### src/hdl/dq_pkg.sv
// Package for the double-ended queue: depth, field widths, operation and
// status codes, and the cell and control structs.
// No dependencies.
package dq_pkg;

  localparam int DEPTH   = 16;
  localparam int DATA_W  = 32;
  localparam int KIND_W  = 3;
  localparam int COUNT_W = $clog2(DEPTH + 1);
  localparam int STAT_W  = 2;

  // Operation codes; unused codes behave as a peek
  localparam logic [KIND_W-1:0] KIND_PUSH_BACK  = 3'd0;
  localparam logic [KIND_W-1:0] KIND_PUSH_FRONT = 3'd1;
  localparam logic [KIND_W-1:0] KIND_POP_FRONT  = 3'd2;
  localparam logic [KIND_W-1:0] KIND_POP_BACK   = 3'd3;
  localparam logic [KIND_W-1:0] KIND_PEEK       = 3'd4;

  // Status codes
  localparam logic [STAT_W-1:0] STATUS_DONE      = 2'd0;
  localparam logic [STAT_W-1:0] STATUS_POP_EMPTY = 2'd1;
  localparam logic [STAT_W-1:0] STATUS_PUSH_FULL = 2'd2;

  localparam logic signed [DATA_W-1:0] EMPTY_VALUE = -32'sd1;

  // Contents of one cell
  typedef struct packed {
    logic                     valid;
    logic signed [DATA_W-1:0] data;
  } cell_t;

  // Per-cycle command broadcast to every cell
  typedef struct packed {
    logic shift_right;  // push at front
    logic shift_left;   // pop at front
    logic append;       // push at back
    logic trim;         // pop at back
  } cell_ctl_t;

endpackage

### src/hdl/dq_if.sv
// Valid/ready channel interfaces for the queue request and response.
// Depends on dq_pkg.
interface dq_req_if import dq_pkg::*; ();
  logic                     valid;
  logic                     ready;
  logic [KIND_W-1:0]        kind;
  logic signed [DATA_W-1:0] push_value;

  modport source (output valid, kind, push_value, input ready);
  modport sink (input valid, kind, push_value, output ready);
endinterface

interface dq_rsp_if import dq_pkg::*; ();
  logic                     valid;
  logic                     ready;
  logic signed [DATA_W-1:0] front_value;
  logic signed [DATA_W-1:0] back_value;
  logic [COUNT_W-1:0]       entry_count;
  logic [STAT_W-1:0]        status;

  modport source (output valid, front_value, back_value, entry_count, status, input ready);
  modport sink (input valid, front_value, back_value, entry_count, status, output ready);
endinterface

### src/hdl/dq_cell.sv
// One queue cell: a valid flag and a data word, fed from its neighbors.
// Cell 0 is the front of the queue. Depends on dq_pkg.
module dq_cell import dq_pkg::*; (
  input  logic                     clk,
  input  logic                     rst,
  input  cell_ctl_t                ctl,
  input  logic signed [DATA_W-1:0] push_value,
  input  cell_t                    left,
  input  cell_t                    right,
  output cell_t                    cur,
  output cell_t                    nxt
);

  cell_t slot;
  cell_t slot_next;

  // Next contents from the broadcast command
  always_comb begin
    slot_next = slot;
    if (ctl.shift_right) begin
      slot_next = left;
    end else if (ctl.shift_left) begin
      slot_next = right;
    end else if (ctl.append) begin
      if (!slot.valid && left.valid) begin
        slot_next.valid = 1'b1;
        slot_next.data  = push_value;
      end
    end else if (ctl.trim) begin
      if (slot.valid && !right.valid) begin
        slot_next.valid = 1'b0;
      end
    end
  end

  // Valid flag resets; data does not
  always_ff @(posedge clk) begin
    if (rst) begin
      slot.valid <= 1'b0;
    end else begin
      slot.valid <= slot_next.valid;
    end
    slot.data <= slot_next.data;
  end

  assign cur = slot;
  assign nxt = slot_next;

endmodule

### src/hdl/double_ended_queue_unit.sv
// Double-ended queue built as a row of DEPTH shifting cells, front at cell 0.
// The response is registered and appears in the cycle after the request transaction.
// Throughput: one transaction per cycle while the response is taken; the response register is reloaded
// in the cycle it is taken. Reset clears all cell valid flags, the count
// and the response valid; no clearing pass. Depends on dq_pkg, dq_if, dq_cell.
module double_ended_queue_unit import dq_pkg::*; (
  input logic     clk,
  input logic     rst,
  dq_req_if.sink  req,
  dq_rsp_if.source rsp
);

  cell_t     cur [DEPTH];
  cell_t     nxt [DEPTH];
  cell_ctl_t ctl;

  logic               fire;
  logic               full;
  logic               empty;
  logic [COUNT_W-1:0] count;
  logic [COUNT_W-1:0] count_next;
  logic [STAT_W-1:0]  status_next;
  logic signed [DATA_W-1:0] front_next;
  logic signed [DATA_W-1:0] back_next;

  logic                     out_valid;
  logic signed [DATA_W-1:0] out_front;
  logic signed [DATA_W-1:0] out_back;
  logic [COUNT_W-1:0]       out_count;
  logic [STAT_W-1:0]        out_status;

  assign req.ready = !out_valid || rsp.ready;
  assign fire      = req.valid && req.ready;
  assign full      = cur[DEPTH-1].valid;
  assign empty     = !cur[0].valid;

  // Decode the transaction into a cell command, count and status
  always_comb begin
    ctl         = '0;
    count_next  = count;
    status_next = STATUS_DONE;
    case (req.kind)
      KIND_PUSH_BACK, KIND_PUSH_FRONT: begin
        if (full) begin
          status_next = STATUS_PUSH_FULL;
        end else begin
          ctl.append      = fire && (req.kind == KIND_PUSH_BACK);
          ctl.shift_right = fire && (req.kind == KIND_PUSH_FRONT);
          count_next      = count + COUNT_W'(1);
        end
      end
      KIND_POP_FRONT, KIND_POP_BACK: begin
        if (empty) begin
          status_next = STATUS_POP_EMPTY;
        end else begin
          ctl.shift_left = fire && (req.kind == KIND_POP_FRONT);
          ctl.trim       = fire && (req.kind == KIND_POP_BACK);
          count_next     = count - COUNT_W'(1);
        end
      end
      default: begin
        status_next = STATUS_DONE;
      end
    endcase
  end

  // Row of cells with neighbor links
  for (genvar i = 0; i < DEPTH; i++) begin : g_cell
    cell_t left_in;
    cell_t right_in;
    if (i == 0) begin : g_first
      assign left_in = '{valid: 1'b1, data: req.push_value};
    end else begin : g_mid_l
      assign left_in = cur[i-1];
    end
    if (i == DEPTH - 1) begin : g_last
      assign right_in = '{valid: 1'b0, data: '0};
    end else begin : g_mid_r
      assign right_in = cur[i+1];
    end
    dq_cell u_cell (
      .clk        (clk),
      .rst        (rst),
      .ctl        (ctl),
      .push_value (req.push_value),
      .left       (left_in),
      .right      (right_in),
      .cur        (cur[i]),
      .nxt        (nxt[i])
    );
  end

  // Front and back after the operation; back is the last valid cell
  always_comb begin
    logic is_last;
    front_next = nxt[0].valid ? nxt[0].data : EMPTY_VALUE;
    back_next  = '0;
    for (int i = 0; i < DEPTH; i++) begin
      if (i == DEPTH - 1) begin
        is_last = nxt[i].valid;
      end else begin
        is_last = nxt[i].valid && !nxt[(i + 1) % DEPTH].valid;
      end
      if (is_last) begin
        back_next = back_next | nxt[i].data;
      end
    end
    if (!nxt[0].valid) begin
      back_next = EMPTY_VALUE;
    end
  end

  // Count register
  always_ff @(posedge clk) begin
    if (rst) begin
      count <= '0;
    end else if (fire) begin
      count <= count_next;
    end
  end

  // Response register
  always_ff @(posedge clk) begin
    if (rst) begin
      out_valid <= 1'b0;
    end else if (fire) begin
      out_valid <= 1'b1;
    end else if (rsp.ready) begin
      out_valid <= 1'b0;
    end
    if (fire) begin
      out_front  <= front_next;
      out_back   <= back_next;
      out_count  <= count_next;
      out_status <= status_next;
    end
  end

  assign rsp.valid       = out_valid;
  assign rsp.front_value = out_front;
  assign rsp.back_value  = out_back;
  assign rsp.entry_count = out_count;
  assign rsp.status      = out_status;

endmodule

### src/flat_wrapper.sv
// flat-port wrapper written by rule: the top's interface ports become plain ports
module double_ended_queue_unit_flat import dq_pkg::*;
  (clk, rst, req_valid, req_kind, req_push_value, req_ready, rsp_valid, rsp_front_value, rsp_back_value, rsp_entry_count, rsp_status, rsp_ready);
  dq_req_if req_i ();
  dq_rsp_if rsp_i ();
  input logic clk;
  input logic rst;
  input wire logic [$bits(req_i.valid)-1:0] req_valid;
  input wire logic [$bits(req_i.kind)-1:0] req_kind;
  input wire logic [$bits(req_i.push_value)-1:0] req_push_value;
  output wire logic [$bits(req_i.ready)-1:0] req_ready;
  output wire logic [$bits(rsp_i.valid)-1:0] rsp_valid;
  output wire logic [$bits(rsp_i.front_value)-1:0] rsp_front_value;
  output wire logic [$bits(rsp_i.back_value)-1:0] rsp_back_value;
  output wire logic [$bits(rsp_i.entry_count)-1:0] rsp_entry_count;
  output wire logic [$bits(rsp_i.status)-1:0] rsp_status;
  input wire logic [$bits(rsp_i.ready)-1:0] rsp_ready;
  assign req_i.valid = req_valid;
  assign req_i.kind = req_kind;
  assign req_i.push_value = req_push_value;
  assign req_ready = req_i.ready;
  assign rsp_valid = rsp_i.valid;
  assign rsp_front_value = rsp_i.front_value;
  assign rsp_back_value = rsp_i.back_value;
  assign rsp_entry_count = rsp_i.entry_count;
  assign rsp_status = rsp_i.status;
  assign rsp_i.ready = rsp_ready;
  double_ended_queue_unit u_core (.clk(clk), .rst(rst), .req(req_i), .rsp(rsp_i));
endmodule
### config.mk
export PLATFORM = sky130hd
export DESIGN_NAME = double_ended_queue_unit_flat
export DESIGN_NICKNAME = d
export VERILOG_FILES = /design/src/hdl/dq_pkg.sv /design/src/hdl/dq_if.sv /design/src/hdl/dq_cell.sv /design/src/hdl/double_ended_queue_unit.sv /design/src/flat_wrapper.sv
export SDC_FILE = /design/constraint.sdc
export NUM_CORES = 2
export LEC_CHECK = 0
export ABC_AREA = 1
export BUFFER_PORTS_ARGS = -buffer_cell sky130_fd_sc_hd__buf_2
export CAP_MARGIN = 20
export CORE_MARGIN = 3
export CORE_UTILIZATION = 27
export CTS_CLUSTER_DIAMETER = 150
export DETAILED_ROUTE_END_ITERATION = 6
export SETUP_SLACK_MARGIN = 0.15
export SLEW_MARGIN = 20
export SYNTH_ARGS = -nofsm -noshare
export SYNTH_HDL_FRONTEND = slang
export SYNTH_SLANG_ARGS = --single-unit
### constraint.sdc
create_clock -name clk -period 3.38 [get_ports clk]
set_input_delay 0.676 -clock clk [delete_from_list [all_inputs] [get_ports clk]]
set_output_delay 0.676 -clock clk [all_outputs]
set_load 0.02 [all_outputs]
### Yosys cells after proc, flatten, opt, wreduce, memory -nomap -nowiden

Index checks and enable logic that the tools add are counted.

| word-level totals | value |
|---|---|
| register bits | 605 |
| bits of input ports | 39 |
| output and inout port bits | 73 |
| word-level logic and storage cells | 272 |

| operators by class | value |
|---|---|
| add/subtract/negate cells | 2 |
| eq/ne operators | 3 |
| mux-type cells | 143 |
| bitwise logic cells | 15 |
| reductions and logical operators | 71 |

Operators by type and width:

| operator | count |
|---|---|
| $mux 33 | 47 |
| $mux 32 | 33 |
| $or 32x32->32 | 15 |
| $mux 1 | 58 |
| $logic_and 1x1->1 | 35 |
| $logic_not 1->1 | 31 |
| $mux 5 | 2 |
| $pmux 5 s2 | 1 |
| $eq 3x2->1 const B | 2 |
| $add 5x1->5 const B | 1 |
| $sub 5x1->5 const B | 1 |
| $pmux 2 s2 | 1 |
| $reduce_or 2->1 | 2 |
| $eq 3x1->1 const B | 1 |
| $logic_not 3->1 | 1 |
| $mux 2 | 1 |
| $reduce_bool 2->1 | 1 |
| $logic_or 1x1->1 | 1 |

### Depth between registers and ports, before layout

| logic depth | value |
|---|---|
| word-level depth | 43 |
| mapped depth | 17 |
| mapped depth without buffers | 15 |

### Hierarchy

Synthesis repeated with hierarchy kept, for this count alone.

| unflattened totals | value |
|---|---|
| cells, all modules | 6,341 |
| area total of the unflattened synthesis | 38,516.9 sq um |

By module, submodules not included:

| module | instances | cells an instance | area an instance (sq um) | sequential area each (sq um) |
|---|---|---|---|---|
| dq_cell | 16 | 332 | 2,003.2 | 660.6 |
| double_ended_queue_unit | 1 | 1,029 | 6,466.2 | 2,252.2 |

### Least setup slack after synthesis

OpenSTA, ideal clock, no wires.

| timing path | value |
|---|---|
| kind | input to register |
| start | input port rsp_ready |
| end | register u_core.out_back[4] (netlist: u_core.rsp.back_value[4]), data pin |
| setup time | 0.254 ns |
| arrival time | 3.014 ns |
| data required time | 3.126 ns |
| path slack | 0.112 ns |
| stages on the path | 15 |
| path buffers | 2 |
| cells stage by stage | inv_1 -> nand2_2 -> nand2_1 -> inv_2 -> buf_2 -> a21oi_1 -> nand2_1 -> nand2_1 -> nand2_1 -> buf_2 -> nor2_1 -> nand2_1 -> nand3_1 -> nor2_1 -> nand2_1 |

| between the ends | value |
|---|---|
| longest elaborated chain between the ends | 42 |
| elaborated cells between the ends (all ways) | 155 |
| classes of those cells | mux (104); bitwise (15); reduce/logical (36) |

RTL lines:

| item | RTL line | RTL |
|---|---|---|
| start: declaration | flat_wrapper.sv:17 | `input wire logic [$bits(rsp_i.ready)-1:0] rsp_ready;` |
| $logic_or 1x1->1 (*) | double_ended_queue_unit.sv:32 | `assign req.ready = !out_valid \|\| rsp.ready;` |
| named net req_ready | flat_wrapper.sv:11 | `output wire logic [$bits(req_i.ready)-1:0] req_ready;` |
| $logic_and 1x1->1 (*) | double_ended_queue_unit.sv:33 | `assign fire = req.valid && req.ready;` |
| named net u_core.fire | double_ended_queue_unit.sv:17 | `logic fire;` |
| $logic_and 1x1->1 | double_ended_queue_unit.sv:57 | `ctl.trim = fire && (req.kind == KIND_POP_BACK);` |
| $mux 1 | double_ended_queue_unit.sv:53 | `if (empty) begin` |
| $mux 1 | double_ended_queue_unit.sv:42 | `case (req.kind)` |
| $mux 1 | dq_cell.sv:29 | `end else if (ctl.trim) begin` |
| (+28 left out) | - |  |
| $or 32x32->32 | double_ended_queue_unit.sv:105 | `back_next = back_next \| nxt[i].data;` |
| $mux 32 | double_ended_queue_unit.sv:104 | `if (is_last) begin` |
| $or 32x32->32 | double_ended_queue_unit.sv:105 |  |
| $mux 32 | double_ended_queue_unit.sv:104 |  |
| $or 32x32->32 | double_ended_queue_unit.sv:105 |  |
| $mux 32 | double_ended_queue_unit.sv:104 |  |
| $or 32x32->32 | double_ended_queue_unit.sv:105 |  |
| $mux 32 | double_ended_queue_unit.sv:104 |  |
| end signal: assignment | double_ended_queue_unit.sv:133 | `out_back <= back_next;` |
| end: declaration | double_ended_queue_unit.sv:28 | `logic signed [DATA_W-1:0] out_back;` |

The timed path passes the listed nets; every way through them passes the cells marked *.
A chain may end at the register's enable or synchronous reset.

==> results_dict.tcl <==
set metrics [dict create \
    track_usage_pct 22.5 \
    min_period_ns 2.99 \
    clkTransAtPathRegs_ns 0.06 \
    synth_cell_types 40 \
    first_pass_grt_wire_length_um 274000 \
    finalHoldViolCount 0 \
    critPathLaunchType "flop" \
    layout_fillers 16800 \
    critPathBufInv 3 \
    critPathMaxFanout 27 \
    cp_cell_sequence "inv_2 -> nand3_4 -> nor2_8 -> buf_12 -> nand3_4 -> inv_1 -> nand2_1 -> nand3_1 -> nand2_1 -> nand2_1 -> nand3_1 -> nor2_1 -> nand2_1" \
    routed-via-count 48000 \
    hold_path_end "u_core.g_cell[5].u_cell.cur[2]" \
    final-setup-viol-count 0 \
    pwr_density_cell_nw_per_um2 546 \
    max-clock-path-buffers 3 \
    number_of_warning_messages_in_the_yosys_log 0 \
    dieHeight_um 400 \
    area_growth_pct 14.6 \
    gpl.final_weighted_congestion 0.949 \
    synth_seq_area_share_pct 30.6 \
    timing.hold.worst_path_depth 3 \
    finish.utilization_pct 31.3 \
    rsz0062_at_grt "false" \
    crit_type "flop to flop" \
    reg_to_reg_start "u_core.g_cell[15].u_cell.cur[32]" \
    hold_class "input port to flop" \
    cts_htree_levels 3 \
    post_cts_buffers 0 \
    detail_route.iter0.violations 6241 \
    nets 7403 \
    grt_pass1_vias 43100 \
    placed_cells_incl_taps 9318 \
    postRouteAntennaNets 0 \
    cts_sinks 605 \
    cp_slowest_cell "sky130_fd_sc_hd__inv_1" \
    route.detailed.drc 16 \
    post_dp_cell_area_um2 45600 \
    overflow 0 \
    cts.repair.resized 0 \
    critical_path_arrival_ns 3.42 \
    die_ar_um2 160000 \
    holdCritStartpoint "req_push_value[2]" \
    postSynthRegisterBits 605 \
    antenna_cells 0 \
    number_of_antenna_violations_at_the_first_check_in_global_routing 6 \
    post_synth.cell_area_avg_um2 5.63 \
    ir_worst_vdd_mv 0.344 \
    drv_cap 0 \
    post_synth_instance_area_um2 41900 \
    final_design_area_no_fill_um2 48000 \
    pin_slew_with_the_least_headroom_to_its_limit_ns 0.911 \
    timing.slew.headroom_pct 39.2 \
    synth-edff-count 71 \
    critical_path_depth 13 \
    layout-drive-gt1-share_pct 7.53 \
    ys.flop_type "sky130_fd_sc_hd__dfxtp_1" \
    cp.required_ns 3.81 \
    endpoint_of_the_most_critical_register_to_register_path "u_core.rsp.back_value[1]" \
    maxSlewViolCount 0 \
    critPathTopFamily "simple AND/OR/NAND/NOR gates" \
    fin_cells 9449 \
    path_common_cell "sky130_fd_sc_hd__nand2_1" \
    p_leak_nw 22.8 \
    dp_hpwl_um 117000 \
    clock_latency_ns 0.67 \
    synthesized_net_count 7475 \
    timing.clock.skew_ns 0.0238 \
    fmax_mhz 335 \
    max_stage_delay_ns 0.43 \
    endpoint_kind "flop" \
    pin_count 112 \
    failed_checks "DRC" \
    tritoncts "done" \
    syn_inst 7434 \
    worst_hold_slack_ns 0.352 \
    synth-async-reset-ratio_pct 0 \
    floorplan.initialDensity_pct 27.4 \
    placement_rows 143 \
    post_drt_wl_per_cell_um 19.7 \
    cts_buffers 72 \
    status "finished, violations left" \
    drt-total-wl_um 186000 \
    finalPower_mw 26.2 \
    final_critical_path_setup_slack_ns 0.391 \
    ctsRootBufferMaster "sky130_fd_sc_hd__clkbuf_16" \
    pre_cts_ws_ns -0.0291 \
    grt_start_max_net_pins 109 \
    die_w_um 400 \
    drt-pass1-iter-count 7 \
    numPortBuffers 111 \
    setup.reg_to_reg.worst_slack_ns 0.39 \
    min_period_over_period_pct 88.4 \
    placeableCoreArea_um2 153000 \
    r2r.worst_path.cells 13 \
    fin_setup_tns_ns 0 \
    via_per_inst 5.08 \
    hold_buffers 0 \
]
[worst reg2reg max path, cell delays in order, from the launching register on]
cell and delay, ns:
sky130_fd_sc_hd__dfxtp_1 0.36, sky130_fd_sc_hd__inv_2 0.19, sky130_fd_sc_hd__nand3_4 0.21, sky130_fd_sc_hd__nor2_8 0.27, sky130_fd_sc_hd__buf_12 0.24, sky130_fd_sc_hd__nand3_4 0.24
sky130_fd_sc_hd__inv_1 0.44, sky130_fd_sc_hd__nand2_1 0.10, sky130_fd_sc_hd__nand3_1 0.09, sky130_fd_sc_hd__nand2_1 0.11, sky130_fd_sc_hd__nand2_1 0.12, sky130_fd_sc_hd__nand3_1 0.13
sky130_fd_sc_hd__nor2_1 0.18, sky130_fd_sc_hd__nand2_1 0.08
[cell usage in the layout (no fill, tap or decap), types with 4 or more instances in the layout]
master / instances
sky130_fd_sc_hd__clkbuf_8: 19
sky130_fd_sc_hd__nand2_1: 3031
sky130_fd_sc_hd__o21ai_1: 220
sky130_fd_sc_hd__edfxtp_1: 71
sky130_fd_sc_hd__nand4_1: 37
sky130_fd_sc_hd__a21oi_2: 4
sky130_fd_sc_hd__dfxtp_1: 534
sky130_fd_sc_hd__o21bai_1: 12
sky130_fd_sc_hd__nand2_2: 32
sky130_fd_sc_hd__buf_2: 111
sky130_fd_sc_hd__buf_4: 158
sky130_fd_sc_hd__a21oi_1: 32
sky130_fd_sc_hd__nor2_1: 175
sky130_fd_sc_hd__clkbuf_16: 72
sky130_fd_sc_hd__buf_12: 86
sky130_fd_sc_hd__a21oi_4: 8
sky130_fd_sc_hd__a21boi_4: 4
sky130_fd_sc_hd__inv_2: 24
sky130_fd_sc_hd__inv_1: 1087
sky130_fd_sc_hd__inv_6: 4
sky130_fd_sc_hd__nor2_4: 5
sky130_fd_sc_hd__clkinv_2: 10
sky130_fd_sc_hd__nand3_1: 569
sky130_fd_sc_hd__o22ai_1: 34
sky130_fd_sc_hd__clkbuf_1: 20
sky130_fd_sc_hd__o21ai_0: 1023
[logic make-up after synthesis]
kind of cell    count (synthesis)  share of synthesized area (%)
compound gates               1343                           16.4
xor+xnor                        3                         0.0628
fa+ha+maj                       2                         0.0598
buf+inv                      1613                           15.8
flops                         605                           30.6
mux                             1                         0.0269
simple gates                 3867                           37.0
[metal layers]
layer / up-vias / global-route usage, % / wire length (um)
met5: - / 0 / 21
met4: 4 / 12.3 / 10900
met3: 559 / 4.41 / 21100
met2: 2643 / 34.5 / 79400
met1: 21900 / 29.5 / 74900
li1: 22900 / - / -
[worst max path at each step]
| stage | from | to | slack, ns |
|---|---|---|---|
| after detailed placement | rsp_ready | u_core.rsp.back_value[1] | -0.03 |
| after floorplan | rsp_ready | u_core.rsp.back_value[4] | 0.52 |
| final | u_core.g_cell[15].u_cell.cur[32] | u_core.rsp.back_value[1] | 0.39 |
| after global routing | u_core.g_cell[15].u_cell.cur[32] | u_core.rsp.back_value[1] | 0.29 |
| after global placement | rsp_ready | u_core.rsp.back_value[1] | 0.006 |
| after CTS | u_core.rsp.valid | u_core.rsp.back_value[1] | 0.43 |
[power breakdown]
part | internal [mW] | switching [mW]
Sequential | 9.30 | 1.48
Combinational | 2.52 | 4.83
Clock | 4.53 | 3.54
[cell usage after synthesis (4+ instances only)]
cell type	count	share of area, %
sky130_fd_sc_hd__nand4_1	37	0.55
sky130_fd_sc_hd__o21ai_1	221	2.6
sky130_fd_sc_hd__buf_6	11	0.30
sky130_fd_sc_hd__o21bai_1	12	0.22
sky130_fd_sc_hd__nor2_4	5	0.13
sky130_fd_sc_hd__edfxtp_1	71	5.1
sky130_fd_sc_hd__inv_1	1088	9.8
sky130_fd_sc_hd__nand2_1	3052	27
sky130_fd_sc_hd__buf_4	42	0.75
sky130_fd_sc_hd__inv_2	23	0.21
sky130_fd_sc_hd__o21ai_0	1023	12
sky130_fd_sc_hd__dfxtp_1	534	26
sky130_fd_sc_hd__o22ai_1	34	0.51
sky130_fd_sc_hd__buf_1	13	0.12
sky130_fd_sc_hd__a21oi_1	33	0.39
sky130_fd_sc_hd__nand3_1	569	6.8
sky130_fd_sc_hd__nor2_1	175	1.6
sky130_fd_sc_hd__clkbuf_1	196	1.8
sky130_fd_sc_hd__nand3_2	4	0.096
sky130_fd_sc_hd__nand2_2	12	0.18
sky130_fd_sc_hd__buf_2	238	2.8
sky130_fd_sc_hd__a21oi_2	10	0.21
[registers in the layout, summed over array words and instances (netlist names)]
name	count
u_core.rsp.valid	1
u_core.rsp.back_value	32
u_core.rsp.front_value	32
u_core.g_cell.u_cell.cur	528
u_core.count	5
u_core.rsp.status	2
u_core.rsp.entry_count	5
[cell type report]
type / count / area [um^2] / area share, %
clock buffers: 111 / 2140 / 4.46
clock inverters: 20 / 198 / 0.412
inverters: 1112 / 4180 / 8.71
multi-input cells: 5216 / 22600 / 47.2
flip-flops and latches: 605 / 12800 / 26.7
well taps: 2030 / 2540 / 5.30
repair buffers: 355 / 3460 / 7.22
Note: power is estimated with default switching activity, not from simulation.
